<file path="config.mk">
export PLATFORM = sky130hd
export DESIGN_NAME = match_slot_event_scheduler_top
export DESIGN_NICKNAME = d
export VERILOG_FILES = /design/src/rtl/core/mses_pkg.sv /design/src/rtl/core/mses_front.sv /design/src/rtl/core/mses_back.sv /design/src/rtl/core/match_slot_event_scheduler_top.sv
export SDC_FILE = /design/constraint.sdc
export NUM_CORES = 2
export LEC_CHECK = 0
export BUFFER_PORTS_ARGS = -buffer_cell sky130_fd_sc_hd__buf_4
export CAP_MARGIN = 25
export CORE_MARGIN = 1
export CORE_UTILIZATION = 45
export CTS_CLUSTER_DIAMETER = 60
export DETAILED_ROUTE_END_ITERATION = 6
export GPL_ROUTABILITY_DRIVEN = 1
export HOLD_SLACK_MARGIN = 0.12
export PLACE_DENSITY = 0.57
export SKIP_LAST_GASP = 1
export SYNTH_ARGS = -nofsm -noshare
export SYNTH_HDL_FRONTEND = slang
export SYNTH_SLANG_ARGS = --single-unit
</file>
<file path="constraint.sdc">
create_clock -name clk -period 7.45 [get_ports clk]
set_clock_uncertainty 0.05 [all_clocks]
set_input_delay 0.3725 -clock clk [delete_from_list [all_inputs] [get_ports clk]]
set_output_delay 0.3725 -clock clk [all_outputs]
set_load 0.05 [all_outputs]
</file>
<file path="src/rtl/core/mses_pkg.sv">
// ----------------------------------------------------------------------------
// mses_pkg
// Shared types and constants for the match slot event scheduler.
// ----------------------------------------------------------------------------
package mses_pkg;

  localparam int DEF_SLOTS_PER_GROUP = 4;
  localparam int DEF_GROUP_COUNT     = 2;
  localparam int DEF_COUNTER_BITS    = 32;

  localparam int DELAY_W    = 32;
  localparam int SLOT_W     = 3;
  localparam int KIND_W     = 2;
  localparam int PRESCALE_W = 8;
  localparam int QDEPTH     = 2;

  localparam logic [PRESCALE_W-1:0] PRESCALE_RESET = 8'd24;

  localparam logic [KIND_W-1:0] KIND_ASSIGN = 2'd0;
  localparam logic [KIND_W-1:0] KIND_FIRE   = 2'd1;
  localparam logic [KIND_W-1:0] KIND_FULL   = 2'd2;

  typedef enum logic {
    OP_TICK  = 1'b0,
    OP_SCHED = 1'b1
  } op_e_t;

  typedef struct packed {
    logic               opcode;
    logic [DELAY_W-1:0] delay;
    logic               repeat_req;
  } in_item_t;

  typedef struct packed {
    logic [KIND_W-1:0] kind;
    logic [SLOT_W-1:0] slot;
    logic              last;
  } out_item_t;

  // classified item as held in the queue
  typedef struct packed {
    op_e_t              op;
    logic [DELAY_W-1:0] delay;
    logic [DELAY_W-1:0] reload;
  } q_item_t;

endpackage

</file>
<file path="src/rtl/core/mses_front.sv">
// ----------------------------------------------------------------------------
// mses_front
// Input side: accepts beats, decodes them and holds them in a short queue.
// ----------------------------------------------------------------------------
module mses_front import mses_pkg::*; (
  input  logic     clk,
  input  logic     rst_n,
  input  logic     in_valid,
  output logic     in_ready,
  input  in_item_t in_data,
  output logic     q_valid,
  output q_item_t  q_item,
  input  logic     q_pop
);

  localparam int QPW = (QDEPTH > 1) ? $clog2(QDEPTH) : 1;
  localparam int QCW = $clog2(QDEPTH + 1);

  q_item_t        mem [QDEPTH];
  logic [QPW-1:0] wr_ptr_r, wr_ptr_nxt;
  logic [QPW-1:0] rd_ptr_r, rd_ptr_nxt;
  logic [QCW-1:0] count_r, count_nxt;
  q_item_t        wr_item;
  logic           push;

  assign in_ready = count_r != QCW'(QDEPTH);
  assign push     = in_valid && in_ready;
  assign q_valid  = count_r != '0;
  assign q_item   = mem[rd_ptr_r];

  always_comb begin
    wr_item.op     = in_data.opcode ? OP_SCHED : OP_TICK;
    wr_item.delay  = in_data.delay;
    // one-shot events carry a zero reload
    wr_item.reload = in_data.repeat_req ? in_data.delay : '0;
  end

  always_comb begin
    wr_ptr_nxt = wr_ptr_r;
    rd_ptr_nxt = rd_ptr_r;
    count_nxt  = count_r;
    if (push) begin
      wr_ptr_nxt = (wr_ptr_r == QPW'(QDEPTH - 1)) ? '0 : wr_ptr_r + 1'b1;
    end
    if (q_pop) begin
      rd_ptr_nxt = (rd_ptr_r == QPW'(QDEPTH - 1)) ? '0 : rd_ptr_r + 1'b1;
    end
    if (push && !q_pop) begin
      count_nxt = count_r + 1'b1;
    end else if (!push && q_pop) begin
      count_nxt = count_r - 1'b1;
    end
  end

  always_ff @(posedge clk) begin
    if (!rst_n) begin
      wr_ptr_r <= '0;
      rd_ptr_r <= '0;
      count_r  <= '0;
    end else begin
      wr_ptr_r <= wr_ptr_nxt;
      rd_ptr_r <= rd_ptr_nxt;
      count_r  <= count_nxt;
    end
  end

  always_ff @(posedge clk) begin
    if (push) begin
      mem[wr_ptr_r] <= wr_item;
    end
  end

endmodule

</file>
<file path="src/rtl/core/mses_back.sv">
// ----------------------------------------------------------------------------
// mses_back
// Execution side: group counters, slot match registers and result output.
// ----------------------------------------------------------------------------
module mses_back import mses_pkg::*; #(
  parameter int SLOTS_PER_GROUP = DEF_SLOTS_PER_GROUP,
  parameter int GROUP_COUNT     = DEF_GROUP_COUNT,
  parameter int COUNTER_BITS    = DEF_COUNTER_BITS
) (
  input  logic                  clk,
  input  logic                  rst_n,
  input  logic                  q_valid,
  input  q_item_t               q_item,
  output logic                  q_pop,
  input  logic [PRESCALE_W-1:0] prescale_limit,
  output logic                  out_valid,
  input  logic                  out_ready,
  output out_item_t             out_data
);

  localparam int TOTAL = SLOTS_PER_GROUP * GROUP_COUNT;
  localparam int NFW   = $clog2(TOTAL + 1);
  localparam int SIW   = (TOTAL > 1) ? $clog2(TOTAL) : 1;

  logic [COUNTER_BITS-1:0] cnt_r   [GROUP_COUNT];
  logic [COUNTER_BITS-1:0] cnt_nxt [GROUP_COUNT];
  logic [COUNTER_BITS-1:0] cnt_inc [GROUP_COUNT];
  logic [COUNTER_BITS-1:0] base_cnt[GROUP_COUNT];
  logic [PRESCALE_W-1:0]   psc_r   [GROUP_COUNT];
  logic [PRESCALE_W-1:0]   psc_nxt [GROUP_COUNT];
  logic [GROUP_COUNT-1:0]  run_r, run_nxt;

  logic [COUNTER_BITS-1:0] dl_r  [TOTAL];
  logic [COUNTER_BITS-1:0] dl_nxt[TOTAL];
  logic [DELAY_W-1:0]      rl_r  [TOTAL];
  logic [DELAY_W-1:0]      rl_nxt[TOTAL];
  logic [TOTAL-1:0]        act_r, act_nxt;
  logic [TOTAL-1:0]        fire;
  logic [TOTAL-1:0]        pend_r, pend_nxt;
  logic [TOTAL-1:0]        low_oh;
  logic [SIW-1:0]          low_idx;
  logic [NFW-1:0]          nfree_r, nfree_nxt;

  logic [COUNTER_BITS-1:0] sel_base;
  logic [COUNTER_BITS-1:0] new_dl;
  logic                    out_valid_r, out_valid_nxt;
  out_item_t               out_data_r, out_data_nxt;
  logic                    out_load_ok;
  logic                    full;
  logic                    do_sched;
  logic                    do_tick;

  assign out_load_ok = !out_valid_r || out_ready;
  assign full        = nfree_r == NFW'(TOTAL);
  // next item waits until all fire results of the previous tick are out
  assign q_pop    = q_valid && (pend_r == '0) && (q_item.op == OP_TICK || out_load_ok);
  assign do_sched = q_pop && q_item.op == OP_SCHED;
  assign do_tick  = q_pop && q_item.op == OP_TICK;

  always_comb begin
    for (int g = 0; g < GROUP_COUNT; g++) begin
      cnt_inc[g]  = cnt_r[g] + 1'b1;
      base_cnt[g] = run_r[g] ? cnt_r[g] : '0;
    end
  end

  always_comb begin
    sel_base = '0;
    for (int i = 0; i < TOTAL; i++) begin
      if (nfree_r == NFW'(i)) begin
        sel_base = base_cnt[i / SLOTS_PER_GROUP];
      end
    end
  end

  assign new_dl = sel_base + COUNTER_BITS'(q_item.delay);

  always_comb begin
    for (int g = 0; g < GROUP_COUNT; g++) begin
      cnt_nxt[g] = cnt_r[g];
      psc_nxt[g] = psc_r[g];
    end
    run_nxt = run_r;
    for (int i = 0; i < TOTAL; i++) begin
      dl_nxt[i] = dl_r[i];
      rl_nxt[i] = rl_r[i];
    end
    act_nxt   = act_r;
    nfree_nxt = nfree_r;
    fire      = '0;

    if (do_sched && !full) begin
      for (int i = 0; i < TOTAL; i++) begin
        if (nfree_r == NFW'(i)) begin
          dl_nxt[i]  = new_dl;
          rl_nxt[i]  = q_item.reload;
          act_nxt[i] = 1'b1;
          if (!run_r[i / SLOTS_PER_GROUP]) begin
            run_nxt[i / SLOTS_PER_GROUP] = 1'b1;
            cnt_nxt[i / SLOTS_PER_GROUP] = '0;
            psc_nxt[i / SLOTS_PER_GROUP] = '0;
          end
        end
      end
      nfree_nxt = nfree_r + 1'b1;
    end

    if (do_tick) begin
      for (int g = 0; g < GROUP_COUNT; g++) begin
        if (run_r[g]) begin
          // at or above the limit counts as a wrap
          if (psc_r[g] >= prescale_limit) begin
            psc_nxt[g] = '0;
            cnt_nxt[g] = cnt_inc[g];
            for (int j = 0; j < SLOTS_PER_GROUP; j++) begin
              if (act_r[g*SLOTS_PER_GROUP+j] &&
                  dl_r[g*SLOTS_PER_GROUP+j] == cnt_inc[g]) begin
                fire[g*SLOTS_PER_GROUP+j] = 1'b1;
                // deadline equals new count here, so re-arm off the deadline
                dl_nxt[g*SLOTS_PER_GROUP+j] = dl_r[g*SLOTS_PER_GROUP+j] +
                                              COUNTER_BITS'(rl_r[g*SLOTS_PER_GROUP+j]);
                if (rl_r[g*SLOTS_PER_GROUP+j] == '0) begin
                  act_nxt[g*SLOTS_PER_GROUP+j] = 1'b0;
                end
              end
            end
          end else begin
            psc_nxt[g] = psc_r[g] + 1'b1;
          end
        end
      end
    end
  end

  // lowest pending fire goes out first
  always_comb begin
    low_oh  = pend_r & (~pend_r + 1'b1);
    low_idx = '0;
    for (int i = 0; i < TOTAL; i++) begin
      if (low_oh[i]) begin
        low_idx = low_idx | SIW'(i);
      end
    end
  end

  always_comb begin
    out_data_nxt  = out_data_r;
    out_valid_nxt = out_valid_r && !out_ready;
    pend_nxt      = pend_r;
    if (do_sched) begin
      out_valid_nxt     = 1'b1;
      out_data_nxt.kind = full ? KIND_FULL : KIND_ASSIGN;
      out_data_nxt.slot = full ? '0 : SLOT_W'(nfree_r);
      out_data_nxt.last = 1'b1;
    end else if (do_tick) begin
      pend_nxt = fire;
    end else if (pend_r != '0 && out_load_ok) begin
      out_valid_nxt     = 1'b1;
      out_data_nxt.kind = KIND_FIRE;
      out_data_nxt.slot = SLOT_W'(low_idx);
      out_data_nxt.last = (pend_r & ~low_oh) == '0;
      pend_nxt          = pend_r & ~low_oh;
    end
  end

  always_ff @(posedge clk) begin
    if (!rst_n) begin
      for (int g = 0; g < GROUP_COUNT; g++) begin
        cnt_r[g] <= '0;
        psc_r[g] <= '0;
      end
      run_r       <= '0;
      act_r       <= '0;
      nfree_r     <= '0;
      pend_r      <= '0;
      out_valid_r <= 1'b0;
    end else begin
      for (int g = 0; g < GROUP_COUNT; g++) begin
        cnt_r[g] <= cnt_nxt[g];
        psc_r[g] <= psc_nxt[g];
      end
      run_r       <= run_nxt;
      act_r       <= act_nxt;
      nfree_r     <= nfree_nxt;
      pend_r      <= pend_nxt;
      out_valid_r <= out_valid_nxt;
    end
  end

  always_ff @(posedge clk) begin
    for (int i = 0; i < TOTAL; i++) begin
      dl_r[i] <= dl_nxt[i];
      rl_r[i] <= rl_nxt[i];
    end
    out_data_r <= out_data_nxt;
  end

  assign out_valid = out_valid_r;
  assign out_data  = out_data_r;

endmodule

</file>
<file path="src/rtl/core/match_slot_event_scheduler_top.sv">
// ----------------------------------------------------------------------------
// match_slot_event_scheduler_top
// Event slots in groups, each group timed by its own prescaled counter.
// ----------------------------------------------------------------------------
// Input beats (in_valid/in_ready) are either one clock tick or a schedule
// request. A request takes the next free slot and returns one beat: slot
// assigned, or refused when all slots are taken. A tick steps every running
// group's prescaler and, on wrap, its counter; each matching slot returns a
// fire beat, in ascending slot order, the last one flagged by last.
// Beats enter a two-entry queue; the execution side takes one item a cycle
// when it has no fire beats left to send and, for a request, the output
// register can load. A tick first steps the counters, then its fire beats
// pass one at a time through the output register; a request's result beat
// is loaded into the output register when the request leaves the queue.
// cfg_we writes prescale_limit (ticks minus one per count) at once.
// Reset: groups stopped, slots free and inactive, prescale_limit 24.
// A stalled receiver holds the output register; once a request or fire beat
// waits behind it, the queue fills and in_ready drops.
// ----------------------------------------------------------------------------
module match_slot_event_scheduler_top import mses_pkg::*; #(
  parameter int SLOTS_PER_GROUP = DEF_SLOTS_PER_GROUP,
  parameter int GROUP_COUNT     = DEF_GROUP_COUNT,
  parameter int COUNTER_BITS    = DEF_COUNTER_BITS
) (
  input  logic                  clk,
  input  logic                  rst_n,
  input  logic                  in_valid,
  output logic                  in_ready,
  input  in_item_t              in_data,
  output logic                  out_valid,
  input  logic                  out_ready,
  output out_item_t             out_data,
  input  logic                  cfg_we,
  input  logic [PRESCALE_W-1:0] cfg_wdata
);

  logic [PRESCALE_W-1:0] prescale_limit_r;
  logic                  q_valid;
  q_item_t               q_item;
  logic                  q_pop;

  always_ff @(posedge clk) begin
    if (!rst_n) begin
      prescale_limit_r <= PRESCALE_RESET;
    end else if (cfg_we) begin
      prescale_limit_r <= cfg_wdata;
    end
  end

  mses_front u_front (
    .clk      (clk),
    .rst_n    (rst_n),
    .in_valid (in_valid),
    .in_ready (in_ready),
    .in_data  (in_data),
    .q_valid  (q_valid),
    .q_item   (q_item),
    .q_pop    (q_pop)
  );

  mses_back #(
    .SLOTS_PER_GROUP (SLOTS_PER_GROUP),
    .GROUP_COUNT     (GROUP_COUNT),
    .COUNTER_BITS    (COUNTER_BITS)
  ) u_back (
    .clk            (clk),
    .rst_n          (rst_n),
    .q_valid        (q_valid),
    .q_item         (q_item),
    .q_pop          (q_pop),
    .prescale_limit (prescale_limit_r),
    .out_valid      (out_valid),
    .out_ready      (out_ready),
    .out_data       (out_data)
  );

endmodule

</file>
==> impl_results.md <==
- Post-Synth Simple-Gate Area: 0.168
- Max-cap violation count: 0
- Die area: 109000 sq um
- GR Overflow Total: 0
- Asr flop ratio synth: 0
- Finished Core Util: 0.513
- # port buffers: 54
- Warnings, synthesis: 0
- Max Clk Rate: 173 MHz
- Setup ws final: 1.67 ns
- Synth Flop Type: edfxtp_1
- Final Hold Vio Count: 0
- Top-count cell post-synth: a21oi_1
- Final Cell Area: 54900 sq um
- Routed vias: 41208
- CP endpoint kind: register
- Largest cells by area after synthesis: edfxtp_1 (24%), dfxtp_1 (15%), ha_1 (7.9%)
- Rows: 120
- Drt drc: 0
- Largest net degree at the start of global routing: 78
- Register area share after synthesis: 0.395
- Postcts setup bufs: 0
- Antenna Violating Nets Remaining: 0
- Critical path arrival: 6.32 ns
- Die Width: 331 microns
- Drt wl/cell: 26.7 microns
- Core area: 107000 sq um
- Slew Limit Fails: 0
- Clock transition at path regs: 0.06 ns
- Xor and xnor area share after synthesis: 0.105
- Area after DPL: 50700 sq um
- Post-Synth Adder-Cell Area: 0.0827
- WP data required: 8.00 ns
- Initial antenna violation count: 11
- Drt initial violations: 3498
- Final setup fails: 0
- Post-synth top area cell: edfxtp_1
- Post-synth top area share: 0.242
- Mapped Nets: 5549
- Pre-CTS setup slack: 1.58 ns
- CTS Buffer Depth: 3
- Max rail drop VDD: 239 uV
- Most frequent CP cell: buf_4
- First-pass GRT wire length: 258 mm
- Cells after Synth: 5187
- Layout cell share with drive strength beyond 1: 0.0875
- Drt first pass iters: 5
- CTS tree: done
- Clock Latency Late Sink: 0.72 ns
- RSZ-0062 raised after global routing: false
- RePlAce Congestion: 1.02
- Num CTS Buffers: 102
- Via/cell ratio: 6.10
- Multiplexer share of the synthesized area: 0.0374
- Drt total wl: 180 mm
- Root buf cell: clkbuf_16
- Setup CP Type: reg -> reg
- Final Critical Period: 5.78 ns
- Synth Area in Compound Gates: 0.184
- Gr usage total: 0.324
- EDFF count, synth: 391
- Distinct cells, synth: 93
- Total Power: 15.9 mW
- CP Max Fanout: 32
- Synthesized area: 48600 sq um
- Crit start category: register
- Synth cell count leaders: a21oi_1 (507), nor2_1 (459), edfxtp_1 (391)
- Setup Total Neg Slack: 0 ns
- Largest stage delay, worst path: 0.58 ns
- PwrDens: 291 nW/um^2
- Worst-path cell chain: ha_1 -> nor4_1 -> buf_4 -> nor4b_2 -> buf_4 -> a22o_1 -> ha_1 -> inv_1 -> fa_1 -> nor2b_1 -> o2111ai_1 -> nand3_1 -> and3_1 -> a31oi_1 -> o31ai_1 -> a31oi_1 -> xor2_1 -> buf_4 -> o21ai_0 -> mux2_2
- P_leak: 20.9 nW
- Ratio of final minimum period to clock period: 0.776
- Avg Inst Size Synth: 9.37 sq um
- HP Class: in -> reg
- Synth-to-layout area growth: 12.9%
- Ports: 55
- Worst slew pin tran: 1.15 ns
- Number of H-tree levels: 3
- Slew margin rel.: 0.232
- # nets final: 5626
- Synthesized flop and latch total: 764
- Initial Utilization: 0.454
- Total clock sinks: 764
- Vias in the first global route: 39154
- Critical path's slowest cell: o31ai_1
- Largest family of logic cells by synthesized area: compound AO/OA/AOI/OAI gates
- DPL Wire Length: 138 mm
- Die Height: 331 microns
- Outcome: complete, no violations
-- timing repair --
item                                   in CTS  in global routing
resized for setup                           0                  0
endpoints found under the hold margin     155                  0
hold buffers                               60                  0
-- power breakdown --
group	total, mW	internal [mW]	switching (mW)
logic	5.18	1.92	3.26
clock network	5.09	3.01	2.08
registers	5.67	5.08	0.598
-- metal layers --
layer  wire [microns]  global-route usage  vias up
met3            10900              0.0399      419
met5                0                   0        -
met1            74900               0.410    19882
met2            82900               0.531     1497
li1                 -                   -    19410
met4            11800               0.193        0
-- layout make-up --
class                           instances  area, sq um
Multi-Input combinational cell       4085        28200
Inverter                              106          398
Clock inverter                         67          763
Clock buffer                          124         2740
Sequential cell                       764        19200
Timing Repair Buffer                  205         1750
Fill cell                            9906        52200
Antenna cell                            3         7.51
Tap cell                             1403         1760
-- state kept, by name, indices dropped and copies added, names as in the netlist, 2 cells and up, named ones only --
signal	cells
u_back.dl_r	256
u_front.mem	130
u_back.act_r	8
prescale_limit_r	8
u_back.nfree_r	4
u_back.psc_r	16
u_back.out_data	6
u_back.cnt_r	64
u_front.count_r	2
u_back.pend_r	8
u_back.rl_r	256
u_back.run_r	2
-- kinds of logic after synthesis --
logic type,count (synthesis)
AOI/OAI and AO/OA,1423
adders and majority gates,316
muxes,172
xor gates and xnor gates,555
buffers and inverters,338
and+or+nand+nor,1619
DFF,764
-- metrics by stage --
step | cells | hold slack [ns]
final | 6757 | 0.185
after global routing | 6755 | 0.196
after CTS | 6750 | 0.165
after detailed placement | 6499 | 0.451
after global placement | 6495 | 0.428
after floorplan | 5187 | 0.408
-- worst max-delay path: cells and delay by family, from the launching register on --
kind | cells | cell delay [ns]
adders and majority gates | 3 | 1.03
AOI/OAI and AO/OA | 6 | 1.50
DFF | 1 | 0.44
buffers and inverters | 4 | 0.94
muxes | 1 | 0.29
and+or+nand+nor | 5 | 0.92
xor gates and xnor gates | 1 | 0.47
-- worst paths after layout --
path	endpoint	startpoint	slack, ns	cells past startpoint
hold / removal	u_front.mem[1][2]	in_data[0]	0.19	2
setup / recovery	u_back.dl_r[1][24]	u_back.nfree_r[1]	1.67	20
hold reg to reg	u_back.dl_r[1][127]	u_back.dl_r[1][127]	0.47	1
setup reg to reg	u_back.dl_r[1][24]	u_back.nfree_r[1]	1.67	20
-- placed cells by master, fill, tap and decap left out, types with 36 or more instances in the layout --
| master | n |
|---|---|
| o21a_1 | 65 |
| nand2b_1 | 52 |
| nand2_1 | 319 |
| a21o_1 | 145 |
| nor3_1 | 100 |
| clkbuf_16 | 103 |
| edfxtp_1 | 391 |
| xor2_1 | 244 |
| nor4_1 | 105 |
| o211ai_1 | 41 |
| or3_1 | 36 |
| nand3_1 | 113 |
| and2_1 | 90 |
| nor2_1 | 458 |
| mux2i_1 | 97 |
| mux2_2 | 75 |
| dfxtp_1 | 372 |
| nor2b_1 | 68 |
| and3_1 | 60 |
| o21ai_0 | 251 |
| a31oi_1 | 56 |
| inv_1 | 97 |
| buf_4 | 137 |
| dlygate4sd3_1 | 60 |
| ha_1 | 306 |
| xnor2_1 | 279 |
| a211oi_1 | 90 |
| nand4_1 | 95 |
| a21oi_1 | 506 |
Note: power is estimated with default switching activity, not from simulation.
